$ cat src/rtl/tvt_pkg.sv
// Shared types, widths, constants and the fixed NTC curve for the thermistor converter.
// No dependencies; every other file refers to it by scoped names.
package tvt_pkg;

    // Field and register widths
    localparam int VOLT_W     = 12;
    localparam int TEMP_W     = 18;
    localparam int DIV_OHMS_W = 20;
    localparam int SUPPLY_W   = 13;
    localparam int CFG_DATA_W = 20;
    localparam int CFG_IDX_W  = 1;

    // Register indexes
    localparam logic [CFG_IDX_W-1:0] REG_DIVIDER = 1'b0;
    localparam logic [CFG_IDX_W-1:0] REG_SUPPLY  = 1'b1;

    localparam logic [DIV_OHMS_W-1:0] DIVIDER_RESET = 20'd12000;
    localparam logic [SUPPLY_W-1:0]   SUPPLY_RESET  = 13'd3300;

    // Curve storage
    localparam int CURVE_LEN = 49;
    localparam int CEL_W     = 8;
    localparam int OHMS_W    = 19;

    // Serial multiplier: radix-4, multiplier operand consumed two bits a cycle
    localparam int MUL_A_W   = 20;
    localparam int MUL_B_W   = 20;
    localparam int MUL_HI_W  = MUL_A_W + 2;
    localparam int MUL_P_W   = MUL_A_W + MUL_B_W;
    localparam int MUL_STEPS = MUL_B_W / 2;
    localparam int MUL_CNT_W = 4;

    // Serial divider: restoring, two quotient bits a cycle
    localparam int DIV_N_W   = 38;
    localparam int DIV_D_W   = 19;
    localparam int DIV_STEPS = DIV_N_W / 2;
    localparam int DIV_CNT_W = 5;

    // Resistance width (divider quotient)
    localparam int R_W = DIV_N_W;

    localparam logic signed [TEMP_W-1:0] MILLI    = 18'sd1000;
    localparam logic signed [TEMP_W-1:0] TEMP_MAX = 18'sh1ffff;
    localparam logic signed [TEMP_W-1:0] TEMP_MIN = 18'sh20000;

    typedef struct packed {
        logic signed [CEL_W-1:0] celsius;
        logic [OHMS_W-1:0]       ohms;
    } curve_pt_t;

    // Search outcome: the two picked entries, same set when no interpolation
    typedef struct packed {
        logic      same;
        curve_pt_t lo;
        curve_pt_t hi;
    } search_res_t;

    // Fixed curve in listed order (the -25 C entry is out of order on purpose)
    function automatic curve_pt_t curve_entry(input logic [7:0] idx);
        curve_pt_t p;
        case (idx)
            8'd0:  p = '{-8'sd40, 19'd364600};
            8'd1:  p = '{-8'sd35, 19'd259800};
            8'd2:  p = '{-8'sd30, 19'd187440};
            8'd3:  p = '{-8'sd25, 19'd297060};
            8'd4:  p = '{-8'sd20, 19'd136830};
            8'd5:  p = '{-8'sd15, 19'd75370};
            8'd6:  p = '{-8'sd10, 19'd56800};
            8'd7:  p = '{-8'sd5,  19'd43220};
            8'd8:  p = '{8'sd0,   19'd33180};
            8'd9:  p = '{8'sd5,   19'd25700};
            8'd10: p = '{8'sd10,  19'd20070};
            8'd11: p = '{8'sd15,  19'd15790};
            8'd12: p = '{8'sd20,  19'd12520};
            8'd13: p = '{8'sd25,  19'd10000};
            8'd14: p = '{8'sd30,  19'd8040};
            8'd15: p = '{8'sd35,  19'd6510};
            8'd16: p = '{8'sd40,  19'd5300};
            8'd17: p = '{8'sd45,  19'd4340};
            8'd18: p = '{8'sd50,  19'd3580};
            8'd19: p = '{8'sd55,  19'd2960};
            8'd20: p = '{8'sd60,  19'd2470};
            8'd21: p = '{8'sd62,  19'd2300};
            8'd22: p = '{8'sd65,  19'd2070};
            8'd23: p = '{8'sd68,  19'd1860};
            8'd24: p = '{8'sd70,  19'd1740};
            8'd25: p = '{8'sd72,  19'd1620};
            8'd26: p = '{8'sd75,  19'd1470};
            8'd27: p = '{8'sd77,  19'd1370};
            8'd28: p = '{8'sd79,  19'd1290};
            8'd29: p = '{8'sd80,  19'd1250};
            8'd30: p = '{8'sd82,  19'd1170};
            8'd31: p = '{8'sd85,  19'd1060};
            8'd32: p = '{8'sd88,  19'd970};
            8'd33: p = '{8'sd90,  19'd910};
            8'd34: p = '{8'sd92,  19'd850};
            8'd35: p = '{8'sd95,  19'd780};
            8'd36: p = '{8'sd98,  19'd710};
            8'd37: p = '{8'sd100, 19'd670};
            8'd38: p = '{8'sd101, 19'd650};
            8'd39: p = '{8'sd102, 19'd640};
            8'd40: p = '{8'sd105, 19'd580};
            8'd41: p = '{8'sd108, 19'd540};
            8'd42: p = '{8'sd110, 19'd510};
            8'd43: p = '{8'sd113, 19'd470};
            8'd44: p = '{8'sd115, 19'd440};
            8'd45: p = '{8'sd118, 19'd410};
            8'd46: p = '{8'sd120, 19'd390};
            8'd47: p = '{8'sd123, 19'd360};
            default: p = '{8'sd125, 19'd340};
        endcase
        return p;
    endfunction

    localparam curve_pt_t FIRST_PT = curve_entry(8'd0);

    // Celsius to millidegrees
    function automatic logic signed [TEMP_W-1:0] to_millic(input logic signed [CEL_W-1:0] c);
        logic signed [TEMP_W-1:0] w;
        w = TEMP_W'(c);
        return w * MILLI;
    endfunction

endpackage

$ cat src/rtl/tvt_serial_mul.sv
// Radix-4 shift-and-add multiplier: two multiplier bits per cycle.
// Depends on tvt_pkg for operand widths and step count.
module tvt_serial_mul (
    input  logic                          clk,
    input  logic                          rst_n,
    input  logic                          start,
    input  logic [tvt_pkg::MUL_A_W-1:0]   a,
    input  logic [tvt_pkg::MUL_B_W-1:0]   b,
    output logic                          done,
    output logic [tvt_pkg::MUL_P_W-1:0]   prod
);

    localparam int HI_W = tvt_pkg::MUL_HI_W;
    localparam int B_W  = tvt_pkg::MUL_B_W;
    localparam int CW   = tvt_pkg::MUL_CNT_W;

    logic                        busy_reg, busy_next;
    logic                        done_reg, done_next;
    logic [CW-1:0]               cnt_reg, cnt_next;
    logic [tvt_pkg::MUL_A_W-1:0] a_reg, a_next;
    logic [HI_W-1:0]             a3_reg, a3_next;
    logic [HI_W+B_W-1:0]         p_reg, p_next;
    logic [HI_W-1:0]             addend;
    logic [HI_W-1:0]             hi_sum;

    // Partial product for the current radix-4 digit
    always_comb
    begin
        case (p_reg[1:0])
            2'd0:    addend = '0;
            2'd1:    addend = {2'b00, a_reg};
            2'd2:    addend = {1'b0, a_reg, 1'b0};
            default: addend = a3_reg;
        endcase
        hi_sum = p_reg[HI_W+B_W-1:B_W] + addend;
    end

    // Next state
    always_comb
    begin
        busy_next = busy_reg;
        done_next = 1'b0;
        cnt_next  = cnt_reg;
        a_next    = a_reg;
        a3_next   = a3_reg;
        p_next    = p_reg;
        if (start)
        begin
            busy_next = 1'b1;
            cnt_next  = CW'(tvt_pkg::MUL_STEPS);
            a_next    = a;
            a3_next   = {2'b00, a} + {1'b0, a, 1'b0};
            p_next    = {{HI_W{1'b0}}, b};
        end
        else if (busy_reg)
        begin
            p_next   = {2'b00, hi_sum, p_reg[B_W-1:2]};
            cnt_next = cnt_reg - 1'b1;
            if (cnt_reg == CW'(1))
            begin
                busy_next = 1'b0;
                done_next = 1'b1;
            end
        end
    end

    // Control
    always_ff @(posedge clk or negedge rst_n)
    begin
        if (!rst_n)
        begin
            busy_reg <= 1'b0;
            done_reg <= 1'b0;
            cnt_reg  <= '0;
        end
        else
        begin
            busy_reg <= busy_next;
            done_reg <= done_next;
            cnt_reg  <= cnt_next;
        end
    end

    // Datapath
    always_ff @(posedge clk)
    begin
        a_reg  <= a_next;
        a3_reg <= a3_next;
        p_reg  <= p_next;
    end

    assign done = done_reg;
    assign prod = p_reg[tvt_pkg::MUL_P_W-1:0];

endmodule

$ cat config.mk
export PLATFORM = sky130hd
export DESIGN_NAME = tvt_serial_mul
export DESIGN_NICKNAME = d
export VERILOG_FILES = /design/src/rtl/tvt_pkg.sv /design/src/rtl/tvt_serial_mul.sv
export SDC_FILE = /design/constraint.sdc
export NUM_CORES = 1
export LEC_CHECK = 0
export ABC_AREA = 1
export BUFFER_PORTS_ARGS = -buffer_cell sky130_fd_sc_hd__buf_2
export CORE_AREA = 2 2 104 106
export DETAILED_ROUTE_END_ITERATION = 16
export DIE_AREA = 0 0 106 108
export PLACE_DENSITY_LB_ADDON = 0.15
export SYNTH_ARGS = -nofsm -noshare
export SYNTH_HDL_FRONTEND = slang
export SYNTH_SLANG_ARGS = --single-unit
$ cat constraint.sdc
create_clock -name clk -period 2.9 [get_ports clk]
set_input_delay 0.58 -clock clk [delete_from_list [all_inputs] [get_ports clk]]
set_output_delay 0.58 -clock clk [all_outputs]
set_load 0.1 [all_outputs]
Word level (Yosys, flattened, before mapping). Cells that the tools add are included.

Bits in registers: 88. Input port bits: 43. Output and inout port bits: 41. Logic and storage cells: 26.

$add $sub $neg: 3. Equal/unequal tests: 3. Mux-type cells: 11. Reduce and logical (&&, ||, !) cells: 2.

Operator list (count): $pmux 22 s3 (1); $mux 20 (2); $add 20x21->22 (1); $add 20x22->22 (1); $mux 4 (2); $mux 1 (6); $eq 4x1->1 const B (1); $sub 4x1->4 const B (1); $eq 2x1->1 const B (1); $eq 2x2->1 const B (1); $logic_not 2->1 (1); $reduce_bool 2->1 (1).

Longest topological paths before layout.
Word-level depth: 5. Gate-level depth with buffers: 19. Mapped depth without buffers: 18.

Worst setup path after synthesis. OpenSTA, ideal clock, no wires.

Path kind: register to register. Start: reg p_reg[0]. End: reg p_reg[34]. Arrival time: 2932 ps. Data required time: 2787 ps. Setup slack: -145 ps. Stages on the path, launching flop included: 18. Path buffers: 2. Path through: edfxtp_1 buf_6 clkbuf_1 nand2_1 inv_1 ha_1 inv_1 fa_1 inv_1 nand3_1 nand3_1 inv_1 o21bai_2 nand2_1 nand3_1 nand2_1 o21ai_1 inv_1.

Longest elaborated chain between the ends: 3. Elaborated cells on any way between the ends: 5. Classes of those cells: 1 x add/sub; 2 x eq/ne; 1 x mux; 1 x reduce/logical.

Ends and longest elaborated chain: from (decl) (line tvt_serial_mul.sv:22) `logic [HI_W+B_W-1:0] p_reg, p_next;`; from (signal assigned) (line tvt_serial_mul.sv:89) `p_reg <= p_next;`; $eq 2x2->1, or another cell as far along (line tvt_serial_mul.sv:29) `case (p_reg[1:0])`; $pmux 22 s3 * (line tvt_serial_mul.sv:29); $add 20x22->22 * (line tvt_serial_mul.sv:35) `hi_sum = p_reg[HI_W+B_W-1:B_W] + addend;`.

Mark *: on every way between the ends. The rest lies on a longest branch, timed or not. A chain may end at the register's enable or synchronous reset.

Final worst setup path. Same ends and word-level chain as after synthesis.

==> results.yml <==
detailed_routing:
  routed-via-count: 5516
  number_of_drc_violations_after_detailed_routing: 0
  mean_number_of_vias_per_cell: 5.36
  drt.antenna.violating_nets: 0
  wire_per_inst_um: 15.0
  first_pass_iters: 5
  drt_first_iter_violations: 458
  drt_wl_total_um: 15400
clock_tree:
  cts.sink_count: 87
  cts.reportedPaths.clkPinSlew_ns: 0.09
  cts_inserted_buffers: 9
  root_buffer: "clkbuf_8"
  holdBufCountCts: 0
  cts.path.max_buffers: 2
  tritoncts: "yes"
  source_to_sink_clock_delay_at_the_later_pin_of_the_worst_skew_pair_ns: 0.36
  htreeDepth: 3
worst_hold_path:
  min-delay-path-class: "in2async"
logic_synthesis:
  yosys_most_used_dff: "edfxtp_1"
  synth_edf_count: 61
  leading_area_contributor_after_synthesis: "edfxtp_1"
  synth_largest_type_area_fraction_pct: 30.6
  summed_instance_area_of_the_synthesized_netlist_um2: 5980
  post_synth_main_area_contributors: "edfxtp_1 (31%), nand2_1 (14%), ha_1 (9.2%)"
  synthCells: 801
  share_of_the_yosys_chip_area_belonging_to_registers_pct: 39.8
  syn_area_per_cell_um2: 7.46
  yosys_warns: 0
  yosys.cell_types.count: 44
  postSynthNetCount: 890
  synth-seq-cells: 87
  synthArstFlopShare_pct: 6.90
power:
  power.density_nw_per_um2: 811
  peakVddDrop_v: 0.000638
  total_power_w: 0.00551
  leakagePower_nw: 3.56
timing:
  final.setup.tns_ns: 0
  rsz0062_at_grt: "no"
  timing.final.setup_violations: 0
  slew-limit-headroom_pct: 59.9
  achievable-frequency_mhz: 369
  fin_worst_skew_ns: 0.0127
  pins_over_slew_limit: 0
  number_of_hold_violations_in_the_final_report: 0
  min_period_ns: 2.71
  worst_slew_pin_slew_ns: 0.602
  final.period_utilization_pct: 93.5
global_route:
  grt_use_total_pct: 28.0
  number_of_antenna_violations_at_the_first_check_in_global_routing: 0
  grt_pass1_vias: 5335
  grt_start_max_net_pins: 55
  globalRouteOverflowTotal: 0
  first_pass_grt_wire_length_um: 24900
floorplan:
  die-area_um2: 11400
  initial_core_util_pct: 58.4
  io-pin-count: 84
  rows: 37
  core_area_um2: 10200
  dieHeight_um: 108
  die_w_um: 106
critical_path:
  worstSetupStartpointType: "register"
  cp_common_cell: "inv_1"
  critical_path.endpoint_type: "register"
  critical_path_peak_fanout: 10
  cp.arrival_ns: 2.97
  path_cells: "buf_4 > nand2_1 > inv_1 > ha_1 > inv_1 > fa_1 > inv_1 > nand3_1 > nand3_1 > inv_1 > o21bai_2 > nand2_1 > nand3_1 > nand2_1 > o21ai_1 > inv_1"
  slowest_delay_ns: 0.49
  crit_required_ns: 3.15
  timing_worst_setup_path_type: "reg2reg"
  slowest_stage: "edfxtp_1"
place:
  numPlacedInstances: 1012
  placement.io_buffers: 83
  globalplace.congestion: 0.876
  detailed_place_hpwl_um: 12400
finish:
  largest_register_ff_count: 40
  layout.filler_cells: 931
  area_growth_pct: 13.6
  fraction_of_layout_cells_with_a_size_suffix_above_1_pct: 14.4
  multi_input_area_um2: 3080
  final_util_pct: 66.4
  seqCellArea_um2: 2380
  num_antenna_cells: 0
  finish.cell_count_without_fillers: 1030
  layout.nets: 978
status:
  status: "finished, final reports clean"
flow_run:
  cap_violations: 0
[report_power, final]
group / leakage (nW) / internal [W] / switching, W
registers: 0.856 / 0.00158 / 0.000161
logic: 2.60 / 0.000689 / 0.00213
clock network: 0.109 / 0.000494 / 0.000458
total: 3.56 / 0.00276 / 0.00275
[cell families after synthesis]
kind of cell	share of synthesized area [%]
AO/OA/AOI/OAI	12.5
adder cells (fa/ha/maj)	9.88
flip-flops	39.8
XOR/XNOR	2.78
AND/OR/NAND/NOR	26.3
buffers and inverters	8.66
[metrics by stage]
step	hold slack, ns	worst slack [ns]	area, um2
after floorplan	0.284	-0.0102	6000
after global placement	0.402	0.267	6550
after detailed placement	0.410	0.211	6550
after CTS	0.00328	0.191	6770
after global routing	0.0117	0.0178	6790
final	0.0259	0.189	6790
[path summary, 6_finish.rpt]
kind / cells after the start / to / startpoint / slack (ns)
worst max-delay path: 16 / p_reg[34] / p_reg[0] / 0.19
worst min-delay path: 1 / cnt_reg[2] / rst_n / 0.03
worst min register to register: 2 / p_reg[24] / p_reg[24] / 0.48
max in group asynchronous: 1 / cnt_reg[0] / rst_n / 2.72
min in group clk: 1 / a_reg[0] / a[0] / 0.42
worst max register to register: 16 / p_reg[34] / p_reg[0] / 0.19
[worst max-delay path, delay by kind of cell (launching register included)]
kind            cells  cell delay [ns]
buf+inv             6             0.66
fa+ha+maj           2             0.61
simple gates        6             0.54
flops               1             0.49
compound gates      2             0.29
[cell usage in the layout, fill, tap and decap left out, types with 9 or more instances in the layout]
| cell type | count |
|---|---|
| o22ai_1 | 11 |
| clkbuf_8 | 9 |
| buf_4 | 10 |
| nand3_1 | 43 |
| a21oi_1 | 53 |
| xor2_1 | 13 |
| nand2_1 | 229 |
| nor2_1 | 89 |
| buf_2 | 83 |
| edfxtp_1 | 61 |
| dfxtp_1 | 20 |
| o21ai_0 | 37 |
| inv_1 | 114 |
| ha_1 | 44 |
[Yosys cell counts, types with 2 or more instances]
cell type and n:
nand2_1 229, inv_1 115, nor2_1 89, edfxtp_1 61, a21oi_1 53, ha_1 44
nand3_1 43, o21ai_0 37, dfxtp_1 20, xor2_1 13, clkbuf_1 12, o22ai_1 11
dfrtp_1 6, nand4_1 6, nor3_1 6, xnor2_1 6, o21ai_2 4, o21bai_1 4
o221ai_1 4, a21o_1 3, buf_2 3, inv_2 3, or2_2 3, fa_1 2
nand2_2 2, nand3_2 2, nor3_2 2, o21ai_1 2
[per-layer routing]
layer	GRT usage, %	up-vias	routed length, um
met5	0	-	0
met4	11.5	0	489
met3	3.25	30	626
met2	49.1	142	7550
met1	35.4	2550	6770
li1	-	2794	-
[timing repair]
item / in CTS / in global routing
setup endpoints to repair: 0 / 9
resized for setup: 0 / 1
hold endpoints to repair: 0 / 0
buffers inserted: 0 / 2
[cell type report]
type,count,share of cell area (%)
clock buffers,10,1.88
repair buffers,93,7.22
multi-input cells,579,45.4
inverters,119,6.58
well taps,136,2.51
clock inverters,6,1.36
flip-flops and latches,87,35.1
Note: power is estimated with default switching activity, not from simulation.
