===== src/rtl/tvt_pkg.sv =====
// Shared types, widths, constants and the fixed NTC curve for the thermistor converter.
// No dependencies; every other file refers to it by scoped names.
package tvt_pkg;

    // Field and register widths
    localparam int VOLT_W     = 12;
    localparam int TEMP_W     = 18;
    localparam int DIV_OHMS_W = 20;
    localparam int SUPPLY_W   = 13;
    localparam int CFG_DATA_W = 20;
    localparam int CFG_IDX_W  = 1;

    // Register indexes
    localparam logic [CFG_IDX_W-1:0] REG_DIVIDER = 1'b0;
    localparam logic [CFG_IDX_W-1:0] REG_SUPPLY  = 1'b1;

    localparam logic [DIV_OHMS_W-1:0] DIVIDER_RESET = 20'd12000;
    localparam logic [SUPPLY_W-1:0]   SUPPLY_RESET  = 13'd3300;

    // Curve storage
    localparam int CURVE_LEN = 49;
    localparam int CEL_W     = 8;
    localparam int OHMS_W    = 19;

    // Serial multiplier: radix-4, multiplier operand consumed two bits a cycle
    localparam int MUL_A_W   = 20;
    localparam int MUL_B_W   = 20;
    localparam int MUL_HI_W  = MUL_A_W + 2;
    localparam int MUL_P_W   = MUL_A_W + MUL_B_W;
    localparam int MUL_STEPS = MUL_B_W / 2;
    localparam int MUL_CNT_W = 4;

    // Serial divider: restoring, two quotient bits a cycle
    localparam int DIV_N_W   = 38;
    localparam int DIV_D_W   = 19;
    localparam int DIV_STEPS = DIV_N_W / 2;
    localparam int DIV_CNT_W = 5;

    // Resistance width (divider quotient)
    localparam int R_W = DIV_N_W;

    localparam logic signed [TEMP_W-1:0] MILLI    = 18'sd1000;
    localparam logic signed [TEMP_W-1:0] TEMP_MAX = 18'sh1ffff;
    localparam logic signed [TEMP_W-1:0] TEMP_MIN = 18'sh20000;

    typedef struct packed {
        logic signed [CEL_W-1:0] celsius;
        logic [OHMS_W-1:0]       ohms;
    } curve_pt_t;

    // Search outcome: the two picked entries, same set when no interpolation
    typedef struct packed {
        logic      same;
        curve_pt_t lo;
        curve_pt_t hi;
    } search_res_t;

    // Fixed curve in listed order (the -25 C entry is out of order on purpose)
    function automatic curve_pt_t curve_entry(input logic [7:0] idx);
        curve_pt_t p;
        case (idx)
            8'd0:  p = '{-8'sd40, 19'd364600};
            8'd1:  p = '{-8'sd35, 19'd259800};
            8'd2:  p = '{-8'sd30, 19'd187440};
            8'd3:  p = '{-8'sd25, 19'd297060};
            8'd4:  p = '{-8'sd20, 19'd136830};
            8'd5:  p = '{-8'sd15, 19'd75370};
            8'd6:  p = '{-8'sd10, 19'd56800};
            8'd7:  p = '{-8'sd5,  19'd43220};
            8'd8:  p = '{8'sd0,   19'd33180};
            8'd9:  p = '{8'sd5,   19'd25700};
            8'd10: p = '{8'sd10,  19'd20070};
            8'd11: p = '{8'sd15,  19'd15790};
            8'd12: p = '{8'sd20,  19'd12520};
            8'd13: p = '{8'sd25,  19'd10000};
            8'd14: p = '{8'sd30,  19'd8040};
            8'd15: p = '{8'sd35,  19'd6510};
            8'd16: p = '{8'sd40,  19'd5300};
            8'd17: p = '{8'sd45,  19'd4340};
            8'd18: p = '{8'sd50,  19'd3580};
            8'd19: p = '{8'sd55,  19'd2960};
            8'd20: p = '{8'sd60,  19'd2470};
            8'd21: p = '{8'sd62,  19'd2300};
            8'd22: p = '{8'sd65,  19'd2070};
            8'd23: p = '{8'sd68,  19'd1860};
            8'd24: p = '{8'sd70,  19'd1740};
            8'd25: p = '{8'sd72,  19'd1620};
            8'd26: p = '{8'sd75,  19'd1470};
            8'd27: p = '{8'sd77,  19'd1370};
            8'd28: p = '{8'sd79,  19'd1290};
            8'd29: p = '{8'sd80,  19'd1250};
            8'd30: p = '{8'sd82,  19'd1170};
            8'd31: p = '{8'sd85,  19'd1060};
            8'd32: p = '{8'sd88,  19'd970};
            8'd33: p = '{8'sd90,  19'd910};
            8'd34: p = '{8'sd92,  19'd850};
            8'd35: p = '{8'sd95,  19'd780};
            8'd36: p = '{8'sd98,  19'd710};
            8'd37: p = '{8'sd100, 19'd670};
            8'd38: p = '{8'sd101, 19'd650};
            8'd39: p = '{8'sd102, 19'd640};
            8'd40: p = '{8'sd105, 19'd580};
            8'd41: p = '{8'sd108, 19'd540};
            8'd42: p = '{8'sd110, 19'd510};
            8'd43: p = '{8'sd113, 19'd470};
            8'd44: p = '{8'sd115, 19'd440};
            8'd45: p = '{8'sd118, 19'd410};
            8'd46: p = '{8'sd120, 19'd390};
            8'd47: p = '{8'sd123, 19'd360};
            default: p = '{8'sd125, 19'd340};
        endcase
        return p;
    endfunction

    localparam curve_pt_t FIRST_PT = curve_entry(8'd0);

    // Celsius to millidegrees
    function automatic logic signed [TEMP_W-1:0] to_millic(input logic signed [CEL_W-1:0] c);
        logic signed [TEMP_W-1:0] w;
        w = TEMP_W'(c);
        return w * MILLI;
    endfunction

endpackage


===== src/rtl/tvt_serial_div.sv =====
// Restoring divider: two quotient bits per cycle; divisor must be nonzero.
// Depends on tvt_pkg for operand widths and step count.
module tvt_serial_div (
    input  logic                          clk,
    input  logic                          rst_n,
    input  logic                          start,
    input  logic [tvt_pkg::DIV_N_W-1:0]   n,
    input  logic [tvt_pkg::DIV_D_W-1:0]   d,
    output logic                          done,
    output logic [tvt_pkg::DIV_N_W-1:0]   quo
);

    localparam int N_W = tvt_pkg::DIV_N_W;
    localparam int D_W = tvt_pkg::DIV_D_W;
    localparam int CW  = tvt_pkg::DIV_CNT_W;

    logic              busy_reg, busy_next;
    logic              done_reg, done_next;
    logic [CW-1:0]     cnt_reg, cnt_next;
    logic [D_W-1:0]    d_reg, d_next;
    logic [D_W-1:0]    rem_reg, rem_next;
    logic [N_W-1:0]    q_reg, q_next;
    logic [D_W:0]      t1, t2, s1, s2;
    logic              ge1, ge2;
    logic [D_W-1:0]    rem1, rem2;
    logic [N_W-1:0]    q1, q2;

    // Two restoring steps
    always_comb
    begin
        t1   = {rem_reg, q_reg[N_W-1]};
        ge1  = t1 >= {1'b0, d_reg};
        s1   = t1 - {1'b0, d_reg};
        rem1 = ge1 ? s1[D_W-1:0] : t1[D_W-1:0];
        q1   = {q_reg[N_W-2:0], ge1};
        t2   = {rem1, q1[N_W-1]};
        ge2  = t2 >= {1'b0, d_reg};
        s2   = t2 - {1'b0, d_reg};
        rem2 = ge2 ? s2[D_W-1:0] : t2[D_W-1:0];
        q2   = {q1[N_W-2:0], ge2};
    end

    // Next state
    always_comb
    begin
        busy_next = busy_reg;
        done_next = 1'b0;
        cnt_next  = cnt_reg;
        d_next    = d_reg;
        rem_next  = rem_reg;
        q_next    = q_reg;
        if (start)
        begin
            busy_next = 1'b1;
            cnt_next  = CW'(tvt_pkg::DIV_STEPS);
            d_next    = d;
            rem_next  = '0;
            q_next    = n;
        end
        else if (busy_reg)
        begin
            rem_next = rem2;
            q_next   = q2;
            cnt_next = cnt_reg - 1'b1;
            if (cnt_reg == CW'(1))
            begin
                busy_next = 1'b0;
                done_next = 1'b1;
            end
        end
    end

    // Control
    always_ff @(posedge clk or negedge rst_n)
    begin
        if (!rst_n)
        begin
            busy_reg <= 1'b0;
            done_reg <= 1'b0;
            cnt_reg  <= '0;
        end
        else
        begin
            busy_reg <= busy_next;
            done_reg <= done_next;
            cnt_reg  <= cnt_next;
        end
    end

    // Datapath
    always_ff @(posedge clk)
    begin
        d_reg   <= d_next;
        rem_reg <= rem_next;
        q_reg   <= q_next;
    end

    assign done = done_reg;
    assign quo  = q_reg;

endmodule


===== config.mk =====
export PLATFORM = sky130hd
export DESIGN_NAME = tvt_serial_div
export DESIGN_NICKNAME = d
export VERILOG_FILES = /design/src/rtl/tvt_pkg.sv /design/src/rtl/tvt_serial_div.sv
export SDC_FILE = /design/constraint.sdc
export NUM_CORES = 1
export LEC_CHECK = 0
export BUFFER_PORTS_ARGS = -buffer_cell sky130_fd_sc_hd__buf_2
export CORE_MARGIN = 5
export CORE_UTILIZATION = 29
export DETAILED_ROUTE_END_ITERATION = 7
export GPL_TIMING_DRIVEN = 0
export MAX_ROUTING_LAYER = met4
export PLACE_DENSITY = 0.44
export SYNTH_ARGS = -nofsm -noshare
export SYNTH_HDL_FRONTEND = slang
export SYNTH_SLANG_ARGS = --single-unit

===== constraint.sdc =====
create_clock -name clk -period 6.9 [get_ports clk]
set_input_delay 0.69 -clock clk [delete_from_list [all_inputs] [get_ports clk]]
set_output_delay 0.69 -clock clk [all_outputs]
set_load 0.005 [all_outputs]

Word-level counts from Yosys, hierarchy flattened
Index checks and enable logic that the tools add are counted.
{"block": "word_totals", "register_bits": 83, "wordCells": 25, "input_bits": 60}
{"block": "classes", "n_eq_ne": 1, "reduce_logical": 1, "muxes": 12, "n_addsub": 3, "order_cmp": 2}
{"cell": "$mux 38", "count": 2}
{"cell": "$ge 20x19->1", "count": 2}
{"cell": "$mux 19", "count": 2}
{"cell": "$sub 19x19->19", "count": 2}
{"cell": "$mux 5", "count": 2}
{"cell": "$mux 1", "count": 6}
{"cell": "$eq 5x1->1 const B", "count": 1}
{"cell": "$sub 5x1->5 const B", "count": 1}
{"cell": "$reduce_bool 2->1", "count": 1}

Logic depth before layout (Yosys ltp)
Gate-level depths: netlist (run 1).
{"block": "logic_depth", "word_depth": 5, "depth_mapped": 23, "ltp_nobuf": 20}

Worst setup path after synthesis (run 1)
Ideal clock, no wire load.
{"block": "synth_timing", "path_kind": "reg2reg", "start": "register q_reg[37], in the netlist quo[37]", "end": "register q_reg[0], in the netlist quo[0], data pin", "setup_ps": 260, "stages_incl_launch_ff": 21, "t_arrival_ps": 4608, "synth_period_minus_slack_ps": 4868, "setup_slack_ps": 2032, "path_buffers": 3, "t_required_ps": 6640, "path_cell_list": "edfxtp_1 inv_1 ha_1 inv_1 fa_1 a211o_1 a21oi_1 nor3b_2 o31ai_4 clkbuf_1 mux2_2 ha_1 nor2b_1 o2111ai_1 nand3_1 nand3_1 a21oi_1 or3_1 buf_6 buf_4 mux2_2"}
{"block": "synth_between", "elab_chain_cells": 5, "elab_cells_between_ends": 6}
{"item": "start: declaration", "line_no": "tvt_serial_div.sv:22", "source": "logic [N_W-1:0] q_reg, q_next;"}
{"item": "start signal: assignment", "line_no": "tvt_serial_div.sv:95", "source": "q_reg <= q_next;"}
{"item": "$sub 19x19->19 or $ge 20x19->1 (tied branches)", "line_no": "tvt_serial_div.sv:33, tvt_serial_div.sv:32"}
{"item": "$mux 19 (*)", "line_no": "tvt_serial_div.sv:34", "source": "rem1 = ge1 ? s1[D_W-1:0] : t1[D_W-1:0];"}
{"item": "$ge 20x19->1 (*)", "line_no": "tvt_serial_div.sv:37", "source": "ge2 = t2 >= {1'b0, d_reg};"}
{"item": "$mux 38 (*)", "line_no": "tvt_serial_div.sv:60", "source": "else if (busy_reg)"}
{"item": "$mux 38 (*)", "line_no": "tvt_serial_div.sv:52", "source": "if (start)"}
{"item": "net q_next[0]", "line_no": "tvt_serial_div.sv:22"}
The timed path passes the listed nets; every way through them passes the cells marked *. The select of a mux whose other input is x is not followed.
A chain may end at the register's enable or synchronous reset.

Worst setup path in the final report (run 1)
Same ends and word-level chain as after synthesis.

==> tab_implementation.tex, run 1 <==
\begin{tabular}{lr}
\hline
Metric & Value \\
\hline
\multicolumn{2}{l}{\textbf{Routing}} \\
Vias per cell & 5.02 \\
Detailed-routing wirelength on met1 & 7.56 mm \\
Total detailed-routing wirelength & 16.3 mm \\
Highest metal used & met4 \\
Number of design-rule violations left by the first detailed-router iteration & 341 \\
Residual DRC count & 0 \\
Vias & 4679 \\
Post-route antenna net violation count & 0 \\
Detailed-routing iteration count for the pre-antenna-repair pass & 4 \\
Per-cell routed wire length & 17.5 microns \\
Amount of wire on met3 after detailed routing & 605 microns \\
Met2 WL post-DR & 7.89 mm \\
\multicolumn{2}{l}{\textbf{Worst setup path}} \\
Arrival time of data at the critical path endpoint & 6.18 ns \\
Length in cells of the worst reg-to-reg path & 21 \\
Type of destination of the critical path & flip-flop \\
Slowest-stage cell, CP & sky130\_fd\_sc\_hd\_\_clkbuf\_1 \\
List of cells traversed by the critical path & inv\_1, ha\_1, inv\_1, fa\_1, a211o\_1, a21oi\_1, nor3b\_2, o31ai\_4, clkbuf\_1, nand2\_1, o31ai\_1, ha\_1, and3\_1, a221oi\_1, a31oi\_1, a211oi\_1, a21oi\_1, or3\_1, buf\_6, buf\_4, mux2\_2 \\
Reg-to-reg slack, setup & 0.83 ns \\
Maximum single-stage delay on the critical path & 0.59 ns \\
Kind of start point of the critical path & flip-flop \\
Critical-path maximum fanout & 10 \\
Data required time of the critical path & 7.01 ns \\
Start-to-end type of the worst setup path & reg2reg \\
\multicolumn{2}{l}{\textbf{GRT}} \\
Vias in the first global route & 4721 \\
Total congestion overflow after global routing & 0 \\
Initial antenna violation count & 0 \\
Total global-route track usage & 15.1\% \\
Largest net degree at the start of global routing & 39 \\
Global-route wire length before repair & 25.6 mm \\
\multicolumn{2}{l}{\textbf{Hold path}} \\
Class of the most critical hold timing path & in2async \\
\multicolumn{2}{l}{\textbf{Pwr}} \\
Net Sw Frac & 43.0\% \\
Proportion of power drawn by flip-flops and latches & 24.2\% \\
Share of power burned in combinational logic & 58.1\% \\
Pleak & 2.96 nW \\
PwrDens & 416 nW/um\^{}2 \\
Pint & 1.60 mW \\
Clock power frac & 17.7\% \\
Total power after layout & 2.81 mW \\
Maximum resistive drop on vdd & 0.000133 V \\
Switching power total & 1.21 mW \\
\multicolumn{2}{l}{\textbf{Clocking}} \\
H-tree Lvls & 3 \\
Clock-pin slew on the worst setup and hold paths & 0.08 ns \\
Clock tree from TritonCTS & yes \\
Maximum buffer depth of the clock tree & 2 \\
Clock network latency to the later pin of the worst-skew pair & 0.35 ns \\
PostCTS Resize Cnt & 0 \\
Postcts setup bufs & 0 \\
Number of buffers created by CTS & 9 \\
Clk Tree Root Cell & sky130\_fd\_sc\_hd\_\_clkbuf\_16 \\
Sinks on the clock net & 83 \\
Hold-fix buffer count after cts & 0 \\
\multicolumn{2}{l}{\textbf{Final layout}} \\
Number of inserted filler cells in the final layout & 2046 \\
Layout Utilization & 35.0\% \\
Layout Nets & 765 \\
Fraction of final layout cells with drive strength greater than 1 & 26.3\% \\
Max FFs per register & 38 \\
Syn-to-layout area delta & 20.0\% \\
Number of inserted diodes & 0 \\
\multicolumn{2}{l}{\textbf{Synth}} \\
Count of unique library cells instantiated by Yosys & 68 \\
Synth Flop Type & sky130\_fd\_sc\_hd\_\_edfxtp\_1 \\
Number of nets produced by synthesis & 656 \\
Fraction of the yosys area taken by sequential cells & 40.3\% \\
Synthesized instance count & 554 \\
Post-synth ARST share & 8.43\% \\
Netlist area before placement & 5630 sq um \\
Count of flip-flops with a built-in enable after synthesis & 57 \\
Flip-flop and latch count after synthesis & 83 \\
Yosys warning total & 0 \\
Syn avg cell area & 10.2 sq um \\
\multicolumn{2}{l}{\textbf{Placed design}} \\
DP HPWL & 12.5 mm \\
Final weighted congestion in routability-driven placement & 0.874 \\
Setup Slack @ Placement & 0.898 ns \\
Number of buffers inserted by port buffering & 98 \\
\multicolumn{2}{l}{\textbf{Floorplan}} \\
Horizontal extent of the die & 149 microns \\
CORE AREA & 19300 sq um \\
Die Outline Area & 22300 sq um \\
Floorplan row count & 51 \\
Initial Util & 29.2\% \\
Die height & 149 microns \\
Number of placed I/O pins & 99 \\
\multicolumn{2}{l}{\textbf{Timing}} \\
Fmax achieved & 165 MHz \\
Clock period minus worst slack & 6.07 ns \\
Max-Slew Margin vs Limit & 45.0\% \\
Unrepaired setup endpoints after global routing & false \\
Worst-margin pin slew & 0.823 ns \\
Accumulated negative setup slack & 0 ns \\
Worst hold slack & 0.159 ns \\
Max-slew violations & 0 \\
Post-route fraction of the period consumed by the critical path & 88.0\% \\
Min setup slack post-route & 0.828 ns \\
Final setup violating endpoints & 0 \\
Number of hold violations in the final report & 0 \\
Worst setup skew after layout & 0.0108 ns \\
\multicolumn{2}{l}{\textbf{Flow run}} \\
Number of max-cap violations & 0 \\
\multicolumn{2}{l}{\textbf{Status}} \\
Run status & finished, final reports clean \\
\hline
\end{tabular}
-- stage by stage --
stage,cells,cell area [sq um]
2_1_floorplan,554,5630
3_3_place_gp,917,6450
3_5_place_dp,917,6450
4_1_cts,933,6750
5_1_grt,933,6750
6_report,933,6750
-- power by group through the flow --
stage,combinational [mW],clock (mW),sequential [mW]
floorplan,1.24,0,0.676
finish,1.63,0.498,0.680
CTS,1.63,0.519,0.681
global route,1.81,0.542,0.690
detailed placement,1.62,0,0.690
global placement,1.60,0,0.690
-- cells in the final DEF, fill, tap and decap left out, drive strengths merged, types with 5 or more instances in the layout --
cell    Yosys  layout
mux2i      13      13
a31oi       8       8
o21a        7       7
nand2      37      37
dfrtp       7       7
ha         40      40
clkbuf     14      23
nand4       6       6
or3         5       5
o31ai       5       5
nor2       40      40
mux2       42      42
xnor2      19      19
xor2       10      10
nand3       9       9
edfxtp     57      57
a211oi     13      13
a21oi      28      28
a21o       16      16
o21ai      24      24
nand2b      9       9
dfxtp      19      19
inv        37      42
nor3       16      16
a211o       5       5
buf         8     106
and3        5       5
-- final timing paths --
path | from | endpoint
worst min register to register | rem_reg[12] | rem_reg[12]
worst max-delay path | quo[37] | quo[0]
worst min-delay path | rst_n | cnt_reg[1]
worst max register to register | quo[37] | quo[0]
min in group clk | rem_reg[12] | rem_reg[12]
max in group asynchronous | rst_n | cnt_reg[2]
-- final cells by class --
class / count / area, sq um / area share (%)
Clock buffer: 9 / 225 / 3.34
Inverter: 37 / 139 / 2.06
Tap cell: 265 / 332 / 4.91
Clock inverter: 7 / 76.3 / 1.13
Timing Repair Buffer: 98 / 490 / 7.26
Sequential cell: 83 / 2270 / 33.6
Multi-Input combinational cell: 412 / 3110 / 46.1
Buffer: 22 / 110 / 1.63
-- metal layers --
layer  global-route usage (%)  vias to the layer above
met5                        -                        -
met4                     3.98                        0
met3                     3.10                       16
met2                     24.0                       99
met1                     19.7                     2270
li1                         -                     2294
-- cells in the mapped netlist (3+ instances only) --
library cell | count | share of area, %
sky130_fd_sc_hd__nand4_1 | 6 | 0.67
sky130_fd_sc_hd__edfxtp_1 | 57 | 30
sky130_fd_sc_hd__o22ai_1 | 3 | 0.33
sky130_fd_sc_hd__or3_1 | 5 | 0.56
sky130_fd_sc_hd__ha_1 | 40 | 8.9
sky130_fd_sc_hd__o31ai_1 | 4 | 0.53
sky130_fd_sc_hd__nor4_1 | 3 | 0.33
sky130_fd_sc_hd__a21oi_1 | 27 | 2.4
sky130_fd_sc_hd__and4_1 | 4 | 0.62
sky130_fd_sc_hd__xnor2_1 | 19 | 3.0
sky130_fd_sc_hd__and3_1 | 5 | 0.56
sky130_fd_sc_hd__clkbuf_1 | 14 | 0.93
sky130_fd_sc_hd__o21a_1 | 7 | 0.93
sky130_fd_sc_hd__nor2b_1 | 3 | 0.33
sky130_fd_sc_hd__nor3_1 | 16 | 1.4
sky130_fd_sc_hd__inv_1 | 37 | 2.5
sky130_fd_sc_hd__o211ai_1 | 4 | 0.53
sky130_fd_sc_hd__a211oi_1 | 11 | 1.5
sky130_fd_sc_hd__nand2b_1 | 9 | 1.0
sky130_fd_sc_hd__xor2_1 | 10 | 1.6
sky130_fd_sc_hd__dfxtp_1 | 19 | 6.8
sky130_fd_sc_hd__o21bai_1 | 4 | 0.53
sky130_fd_sc_hd__nor2_1 | 40 | 2.7
sky130_fd_sc_hd__buf_1 | 5 | 0.33
sky130_fd_sc_hd__mux2i_1 | 13 | 2.3
sky130_fd_sc_hd__nand3_1 | 9 | 0.80
sky130_fd_sc_hd__a31oi_1 | 8 | 0.89
sky130_fd_sc_hd__a211o_1 | 5 | 0.78
sky130_fd_sc_hd__mux2_2 | 41 | 8.2
sky130_fd_sc_hd__nand2_1 | 37 | 2.5
sky130_fd_sc_hd__a21o_1 | 16 | 2.1
sky130_fd_sc_hd__o21ai_0 | 24 | 2.1
sky130_fd_sc_hd__dfrtp_1 | 7 | 3.1
-- logic make-up after synthesis --
kind of cell	after synthesis	share of synthesized area [%]
xor gates and xnor gates	29	4.51
muxes	55	10.8
buffers and inverters	59	4.42
AOI/OAI and AO/OA	137	17.2
adders and majority gates	42	9.60
and+or+nand+nor	149	13.2
DFF	83	40.3
-- critical path, delay by kind of cell (launching register included) --
| family | cells | cell delay (ns) |
|---|---|---|
| multiplexers | 1 | 0.26 |
| flip-flops | 1 | 0.43 |
| buffers and inverters | 5 | 1.10 |
| AO/OA/AOI/OAI | 8 | 2.18 |
| AND/OR/NAND/NOR | 4 | 0.82 |
| adder cells (fa/ha/maj) | 3 | 1.00 |
Note: power is estimated with default switching activity, not from simulation.
==> run 2: changes to the inputs <==
--- a/config.mk
+++ b/config.mk
@@ -6,12 +6,14 @@
 export NUM_CORES = 1
 export LEC_CHECK = 0
 export BUFFER_PORTS_ARGS = -buffer_cell sky130_fd_sc_hd__buf_2
+export CORE_ASPECT_RATIO = 0.7
 export CORE_MARGIN = 5
-export CORE_UTILIZATION = 29
+export CORE_UTILIZATION = 35
 export DETAILED_ROUTE_END_ITERATION = 7
 export GPL_TIMING_DRIVEN = 0
 export MAX_ROUTING_LAYER = met4
-export PLACE_DENSITY = 0.44
+export PLACE_DENSITY = 0.51
+export RECOVER_POWER = 25
 export SYNTH_ARGS = -nofsm -noshare
 export SYNTH_HDL_FRONTEND = slang
 export SYNTH_SLANG_ARGS = --single-unit
==> run 2 against run 1 <==
  * Clock power rose by 7.2%
  * Non-clock buffer count did not move
  * Wire length fell by 1.5%
  * Power rose by 1.7%
  * Die area fell by 16%
  * Highest routed layer unchanged
==> tab_implementation.tex, run 2 (same netlist as run 1, synthesis figures left out) <==
\begin{tabular}{lr}
\hline
Metric & Value \\
\hline
\multicolumn{2}{l}{\textbf{Routing}} \\
Detailed-routing iteration count for the pre-antenna-repair pass & 5 (was 4) \\
Vias & 4723 (was 4679) \\
Number of design-rule violations left by the first detailed-router iteration & 385 (was 341) \\
Vias per cell & 5.44 (was 5.02) \\
Total detailed-routing wirelength & 16.0 mm (was 16.3 mm) \\
Post-route antenna net violation count & 0 (unchanged) \\
Residual DRC count & 0 (unchanged) \\
Per-cell routed wire length & 18.5 microns (was 17.5 microns) \\
\multicolumn{2}{l}{\textbf{Final layout}} \\
Non-filler instance count after layout & 868 (was 933) \\
Commonest cells after routing, fill and taps aside & 96 x sky130\_fd\_sc\_hd\_\_buf\_2, 57 x sky130\_fd\_sc\_hd\_\_edfxtp\_1, 41 x sky130\_fd\_sc\_hd\_\_mux2\_2 (was 98 x sky130\_fd\_sc\_hd\_\_buf\_2, 57 x sky130\_fd\_sc\_hd\_\_edfxtp\_1, 41 x sky130\_fd\_sc\_hd\_\_mux2\_2) \\
Most frequent standard cell in the layout excluding fill and tap cells & sky130\_fd\_sc\_hd\_\_buf\_2 (unchanged) \\
Number of inserted filler cells in the final layout & 1516 (was 2046) \\
Layout Utilization & 42.8\% (was 35.0\%) \\
Fraction of final layout cells with drive strength greater than 1 & 26.0\% (was 26.3\%) \\
Max FFs per register & 38 (unchanged) \\
Syn-to-layout area delta & 18.9\% (was 20.0\%) \\
Layout Nets & 765 (unchanged) \\
Number of inserted diodes & 0 (unchanged) \\
\multicolumn{2}{l}{\textbf{Timing}} \\
Accumulated negative setup slack & 0 ns (unchanged) \\
Fmax achieved & 164 MHz (was 165 MHz) \\
Worst setup skew after layout & 0.0109 ns (was 0.0108 ns) \\
Final setup violating endpoints & 0 (unchanged) \\
Unrepaired setup endpoints after global routing & false (unchanged) \\
Number of hold violations in the final report & 0 (unchanged) \\
Post-route fraction of the period consumed by the critical path & 88.4\% (was 88.0\%) \\
Worst-margin pin slew & 1.37 ns (was 0.823 ns) \\
Clock period minus worst slack & 6.10 ns (was 6.07 ns) \\
Max-Slew Margin vs Limit & 8.52\% (was 45.0\%) \\
Max-slew violations & 0 (unchanged) \\
Worst hold slack & 0.242 ns (was 0.159 ns) \\
\multicolumn{2}{l}{\textbf{Clocking}} \\
Clock network latency to the later pin of the worst-skew pair & 0.34 ns (was 0.35 ns) \\
Sinks on the clock net & 83 (unchanged) \\
PostCTS Resize Cnt & 0 (unchanged) \\
Postcts setup bufs & 0 (unchanged) \\
Clock-pin slew on the worst setup and hold paths & 0.06 ns (was 0.08 ns) \\
Hold-fix buffer count after cts & 0 (unchanged) \\
Number of buffers created by CTS & 9 (unchanged) \\
Maximum buffer depth of the clock tree & 2 (unchanged) \\
Clk Tree Root Cell & sky130\_fd\_sc\_hd\_\_clkbuf\_16 (unchanged) \\
H-tree Lvls & 3 (unchanged) \\
Clock tree from TritonCTS & yes (unchanged) \\
\multicolumn{2}{l}{\textbf{Worst setup path}} \\
Data required time of the critical path & 6.99 ns (was 7.01 ns) \\
Critical-path maximum fanout & 10 (unchanged) \\
Type of destination of the critical path & flip-flop (unchanged) \\
Arrival time of data at the critical path endpoint & 6.19 ns (was 6.18 ns) \\
Kind of start point of the critical path & flip-flop (unchanged) \\
Start-to-end type of the worst setup path & reg2reg (unchanged) \\
Reg-to-reg slack, setup & 0.80 ns (was 0.83 ns) \\
\multicolumn{2}{l}{\textbf{GRT}} \\
Global-route wire length before repair & 25.3 mm (was 25.6 mm) \\
Total global-route track usage & 17.7\% (was 15.1\%) \\
Initial antenna violation count & 0 (unchanged) \\
Total congestion overflow after global routing & 0 (unchanged) \\
Largest net degree at the start of global routing & 39 (unchanged) \\
Vias in the first global route & 4531 (was 4721) \\
\multicolumn{2}{l}{\textbf{Placed design}} \\
Final weighted congestion in routability-driven placement & 0.879 (was 0.874) \\
DP HPWL & 12.5 mm (about the same) \\
Number of buffers inserted by port buffering & 98 (unchanged) \\
Inst Count DP & 852 (was 917) \\
\multicolumn{2}{l}{\textbf{Floorplan}} \\
Floorplan row count & 38 (was 51) \\
Horizontal extent of the die & 162 microns (was 149 microns) \\
Initial Util & 36.0\% (was 29.2\%) \\
Die height & 116 microns (was 149 microns) \\
Die Outline Area & 18800 sq um (was 22300 sq um) \\
Number of placed I/O pins & 99 (unchanged) \\
CORE AREA & 15600 sq um (was 19300 sq um) \\
\multicolumn{2}{l}{\textbf{Hold path}} \\
Class of the most critical hold timing path & in2async (unchanged) \\
\multicolumn{2}{l}{\textbf{Pwr}} \\
PwrDens & 427 nW/um\^{}2 (was 416 nW/um\^{}2) \\
Pleak & 2.97 nW (was 2.96 nW) \\
Maximum resistive drop on vdd & 0.000154 V (was 0.000133 V) \\
\multicolumn{2}{l}{\textbf{Flow run}} \\
Number of max-cap violations & 0 (unchanged) \\
\multicolumn{2}{l}{\textbf{Status}} \\
Run status & finished, final reports clean (unchanged) \\
\hline
\end{tabular}
-- run 2: critical path, stage by stage, from the launching register on --
cell and delay (ns):
sky130_fd_sc_hd__edfxtp_1 0.40, sky130_fd_sc_hd__inv_1 0.07, sky130_fd_sc_hd__ha_1 0.22, sky130_fd_sc_hd__inv_1 0.07
sky130_fd_sc_hd__fa_1 0.42, sky130_fd_sc_hd__a211o_1 0.40, sky130_fd_sc_hd__a21oi_1 0.32, sky130_fd_sc_hd__nor3b_2 0.15
sky130_fd_sc_hd__o31ai_4 0.43, sky130_fd_sc_hd__clkbuf_1 0.53, sky130_fd_sc_hd__nand2_1 0.11, sky130_fd_sc_hd__o31ai_1 0.16
sky130_fd_sc_hd__ha_1 0.39, sky130_fd_sc_hd__and3_1 0.21, sky130_fd_sc_hd__a221oi_1 0.34, sky130_fd_sc_hd__a31oi_1 0.22
sky130_fd_sc_hd__a211oi_1 0.25, sky130_fd_sc_hd__a21oi_1 0.11, sky130_fd_sc_hd__or3_1 0.38, sky130_fd_sc_hd__buf_6 0.17
sky130_fd_sc_hd__buf_4 0.20, sky130_fd_sc_hd__mux2_2 0.27
-- run 2: power by group --
part           internal [mW]  total (mW)  switching, mW
Clock                  0.320       0.534          0.214
Sequential             0.624       0.681         0.0566
Combinational          0.719        1.64          0.924
-- run 2: area by class of cell --
cell class	count	area [sq um]	share of cell area [%]
multi-input combinational	412	3110	46.5
sequential	83	2270	33.9
timing repair buffer	98	488	7.29
tap	200	250	3.74
clock buffer	9	225	3.37
inverter	37	139	2.08
buffer	22	110	1.65
clock inverter	7	100	1.50
-- run 2: layer usage --
layer	global-route usage (%)	share of wire (%)	vias to the layer above	routed length, microns
li1	-	-	2292	-
met5	-	0	-	0
met1	26.8	52	2279	8270
met2	23.4	41	138	6560
met3	4.34	6.6	14	1060
met4	3.86	0.92	0	147
-- run 2: final timing paths --
path | start | to | cells past startpoint
max | quo[37] | quo[0] | 21
min | rst_n | done | 1
max reg2reg | quo[37] | quo[0] | 21
min reg2reg | rem_reg[12] | rem_reg[12] | 2
max in group asynchronous | rst_n | busy_reg | 1
min in group clk | rem_reg[12] | rem_reg[12] | 2
-- run 2: metrics by stage --
step                      area [sq um]  worst slack (ns)  total power, mW
after floorplan                   5630              2.03             1.91
after detailed placement          6370             0.981             2.30
after global placement            6370             0.924             2.28
after global routing              6690             0.496             3.08
after CTS                         6700             0.954             2.85
final                             6690             0.802             2.86
==> run 3: changes to the inputs <==
--- a/config.mk
+++ b/config.mk
@@ -8,11 +8,10 @@
 export BUFFER_PORTS_ARGS = -buffer_cell sky130_fd_sc_hd__buf_2
 export CORE_ASPECT_RATIO = 0.7
 export CORE_MARGIN = 5
-export CORE_UTILIZATION = 35
+export CORE_UTILIZATION = 44
 export DETAILED_ROUTE_END_ITERATION = 7
-export GPL_TIMING_DRIVEN = 0
 export MAX_ROUTING_LAYER = met4
-export PLACE_DENSITY = 0.51
+export PLACE_DENSITY = 0.62
 export RECOVER_POWER = 25
 export SYNTH_ARGS = -nofsm -noshare
 export SYNTH_HDL_FRONTEND = slang
==> run 3 against run 2 <==
  * The flow now finishes with violations (max-capacitance violations, max-slew violations)
  * Sequential share of layout area grew 0.84 points
  * Setup slack improved by 0.47 ns
  * Non-clock buffer count fell by 16
  * Cell area down 2.4%
  * Combinational power fell by 4%
  * Critical endpoint unchanged
  * Clock power decreased by 15%
  * Clock-buffer cell count did not move
  * Largest cell class unchanged
  * Maximum frequency is 8.3% higher
==> tab_implementation.tex, run 3 (same netlist as run 1, synthesis figures left out) <==
\begin{tabular}{lr}
\hline
Metric & Value \\
\hline
\multicolumn{2}{l}{\textbf{Status}} \\
Run status & complete, but fails checks (was finished, final reports clean) \\
Violations in the final reports & max-capacitance violations, max-slew violations \\
\multicolumn{2}{l}{\textbf{Pwr}} \\
Pleak & 2.91 nW (was 2.97 nW) \\
PwrDens & 414 nW/um\^{}2 (was 427 nW/um\^{}2) \\
Maximum resistive drop on vdd & 0.000182 V (was 0.000154 V) \\
\multicolumn{2}{l}{\textbf{Final layout}} \\
Most frequent standard cell in the layout excluding fill and tap cells & sky130\_fd\_sc\_hd\_\_buf\_2 (unchanged) \\
Number of inserted diodes & 0 (unchanged) \\
Layout Utilization & 52.4\% (was 42.8\%) \\
Syn-to-layout area delta & 16.0\% (was 18.9\%) \\
Max FFs per register & 38 (unchanged) \\
Fraction of final layout cells with drive strength greater than 1 & 26.8\% (was 26.0\%) \\
Area used by multi-input combinational logic & 3110 sq um (unchanged) \\
Number of inserted filler cells in the final layout & 1138 (was 1516) \\
Layout Nets & 749 (was 765) \\
Commonest cells after routing, fill and taps aside & 95 x sky130\_fd\_sc\_hd\_\_buf\_2, 57 x sky130\_fd\_sc\_hd\_\_edfxtp\_1, 41 x sky130\_fd\_sc\_hd\_\_mux2\_2 (was 96 x sky130\_fd\_sc\_hd\_\_buf\_2, 57 x sky130\_fd\_sc\_hd\_\_edfxtp\_1, 41 x sky130\_fd\_sc\_hd\_\_mux2\_2) \\
FF/Latch Area & 2270 sq um (unchanged) \\
\multicolumn{2}{l}{\textbf{Timing}} \\
Worst-margin pin slew & 1.74 ns (was 1.37 ns) \\
Fmax achieved & 178 MHz (was 164 MHz) \\
Post-route fraction of the period consumed by the critical path & 81.6\% (was 88.4\%) \\
Unrepaired setup endpoints after global routing & false (unchanged) \\
Accumulated negative setup slack & 0 ns (unchanged) \\
Final setup violating endpoints & 0 (unchanged) \\
Clock period minus worst slack & 5.63 ns (was 6.10 ns) \\
Max-slew violations & 34 (was 0) \\
Worst hold slack & 0.254 ns (was 0.242 ns) \\
Max-Slew Margin vs Limit & -16.1\% (was 8.52\%) \\
Worst setup skew after layout & 0.00883 ns (was 0.0109 ns) \\
Number of hold violations in the final report & 0 (unchanged) \\
\multicolumn{2}{l}{\textbf{Routing}} \\
Vias & 4555 (was 4723) \\
Post-route antenna net violation count & 0 (unchanged) \\
Total detailed-routing wirelength & 14.1 mm (was 16.0 mm) \\
Residual DRC count & 0 (unchanged) \\
Vias per cell & 5.60 (was 5.44) \\
Detailed-routing iteration count for the pre-antenna-repair pass & 5 (unchanged) \\
Per-cell routed wire length & 17.3 microns (was 18.5 microns) \\
Number of design-rule violations left by the first detailed-router iteration & 421 (was 385) \\
\multicolumn{2}{l}{\textbf{GRT}} \\
Vias in the first global route & 4398 (was 4531) \\
Global-route wire length before repair & 23.0 mm (was 25.3 mm) \\
Total congestion overflow after global routing & 0 (unchanged) \\
Initial antenna violation count & 0 (unchanged) \\
Total global-route track usage & 18.8\% (was 17.7\%) \\
Largest net degree at the start of global routing & 53 (was 39) \\
\multicolumn{2}{l}{\textbf{Floorplan}} \\
Horizontal extent of the die & 145 microns (was 162 microns) \\
CORE AREA & 12500 sq um (was 15600 sq um) \\
Initial Util & 45.2\% (was 36.0\%) \\
Die Outline Area & 15200 sq um (was 18800 sq um) \\
Floorplan row count & 34 (was 38) \\
Die height & 105 microns (was 116 microns) \\
Number of placed I/O pins & 99 (unchanged) \\
\multicolumn{2}{l}{\textbf{Clocking}} \\
Postcts setup bufs & 0 (unchanged) \\
Clk Tree Root Cell & sky130\_fd\_sc\_hd\_\_clkbuf\_16 (unchanged) \\
Number of buffers created by CTS & 9 (unchanged) \\
Clock tree from TritonCTS & yes (unchanged) \\
Hold-fix buffer count after cts & 0 (unchanged) \\
Maximum buffer depth of the clock tree & 2 (unchanged) \\
Clock-pin slew on the worst setup and hold paths & 0.07 ns (was 0.06 ns) \\
PostCTS Resize Cnt & 0 (unchanged) \\
Sinks on the clock net & 83 (unchanged) \\
Clock network latency to the later pin of the worst-skew pair & 0.34 ns (about the same) \\
H-tree Lvls & 3 (unchanged) \\
\multicolumn{2}{l}{\textbf{Placed design}} \\
DP HPWL & 10.7 mm (was 12.5 mm) \\
Number of buffers inserted by port buffering & 98 (unchanged) \\
Final weighted congestion in routability-driven placement & 0.925 (was 0.879) \\
\multicolumn{2}{l}{\textbf{Worst setup path}} \\
Launching instance or port of the critical path & quo[37] (unchanged) \\
Worst reg2reg path endpoint & quo[0] (unchanged) \\
Capture point of the critical path & quo[0] (unchanged) \\
Kind of start point of the critical path & flip-flop (unchanged) \\
Critical-path maximum fanout & 16 (was 10) \\
Length in cells of the worst reg-to-reg path & 20 (was 21) \\
Start-to-end type of the worst setup path & reg2reg (unchanged) \\
Critical register-to-register path startpoint & quo[37] (unchanged) \\
Data required time of the critical path & 6.98 ns (was 6.99 ns) \\
Reg-to-reg slack, setup & 1.27 ns (was 0.80 ns) \\
Arrival time of data at the critical path endpoint & 5.71 ns (was 6.19 ns) \\
Type of destination of the critical path & flip-flop (unchanged) \\
\multicolumn{2}{l}{\textbf{Flow run}} \\
Number of max-cap violations & 1 (was 0) \\
\multicolumn{2}{l}{\textbf{Hold path}} \\
Class of the most critical hold timing path & in2async (unchanged) \\
\hline
\end{tabular}
-- run 3: layout make-up --
cell class,instances,share of cell area (%)
repair buffers,104,8.14
clock buffers,9,3.45
multi-input cells,412,47.7
inverters,37,2.13
clock inverters,7,0.805
well taps,162,3.10
flip-flops and latches,83,34.7
-- run 3: worst min-delay path by stage --
stage	from	cells after the start	slack [ns]	end
final	rst_n	1	0.25	cnt_reg[4]
after global routing	rst_n	1	0.28	cnt_reg[3]
after CTS	rst_n	1	0.17	cnt_reg[0]
after detailed placement	rem_reg[18]	2	0.48	rem_reg[18]
after global placement	rem_reg[12]	2	0.48	rem_reg[12]
after floorplan	rst_n	0	0.39	busy_reg
-- run 3: worst max-delay path, stage by stage, from the launching register on --
cell	delay (ns)
sky130_fd_sc_hd__edfxtp_1	0.41
sky130_fd_sc_hd__inv_1	0.08
sky130_fd_sc_hd__ha_1	0.15
sky130_fd_sc_hd__inv_1	0.05
sky130_fd_sc_hd__fa_1	0.41
sky130_fd_sc_hd__a211o_1	0.37
sky130_fd_sc_hd__a21oi_1	0.18
sky130_fd_sc_hd__nor3b_2	0.08
sky130_fd_sc_hd__o31ai_4	0.23
sky130_fd_sc_hd__buf_4	0.25
sky130_fd_sc_hd__inv_1	0.13
sky130_fd_sc_hd__mux2_2	0.31
sky130_fd_sc_hd__ha_1	0.35
sky130_fd_sc_hd__and3_1	0.20
sky130_fd_sc_hd__a221oi_1	0.32
sky130_fd_sc_hd__a31oi_1	0.19
sky130_fd_sc_hd__a211oi_1	0.26
sky130_fd_sc_hd__a21oi_1	0.11
sky130_fd_sc_hd__or3_1	0.68
sky130_fd_sc_hd__buf_4	0.34
sky130_fd_sc_hd__mux2_2	0.27
-- run 3: through the flow --
stage | total power, mW | instances | setup slack, ns | cell area, sq um
finish | 2.70 | 814 | 1.27 | 6530
global route | 2.90 | 814 | 0.901 | 6530
CTS | 2.69 | 814 | 1.29 | 6540
detailed placement | 2.22 | 798 | 1.32 | 6260
global placement | 2.20 | 798 | 1.57 | 6260
floorplan | 1.91 | 554 | 2.03 | 5630
-- run 3: report_power, final --
group          switching [mW]  internal [mW]  total, mW  leakage [nW]
Combinational           0.879          0.691       1.57          1.96
Sequential             0.0549          0.624      0.679         0.828
Clock                   0.207          0.246      0.452         0.124
-- run 3: routing by layer --
| layer | up-vias | GRT usage, % | routed length [microns] |
|---|---|---|---|
| met5 | - | - | 0 |
| li1 | 2249 | - | - |
| met1 | 2151 | 27.7 | 7050 |
| met2 | 145 | 26.8 | 6060 |
| met4 | 0 | 3.26 | 87 |
| met3 | 10 | 4.41 | 866 |
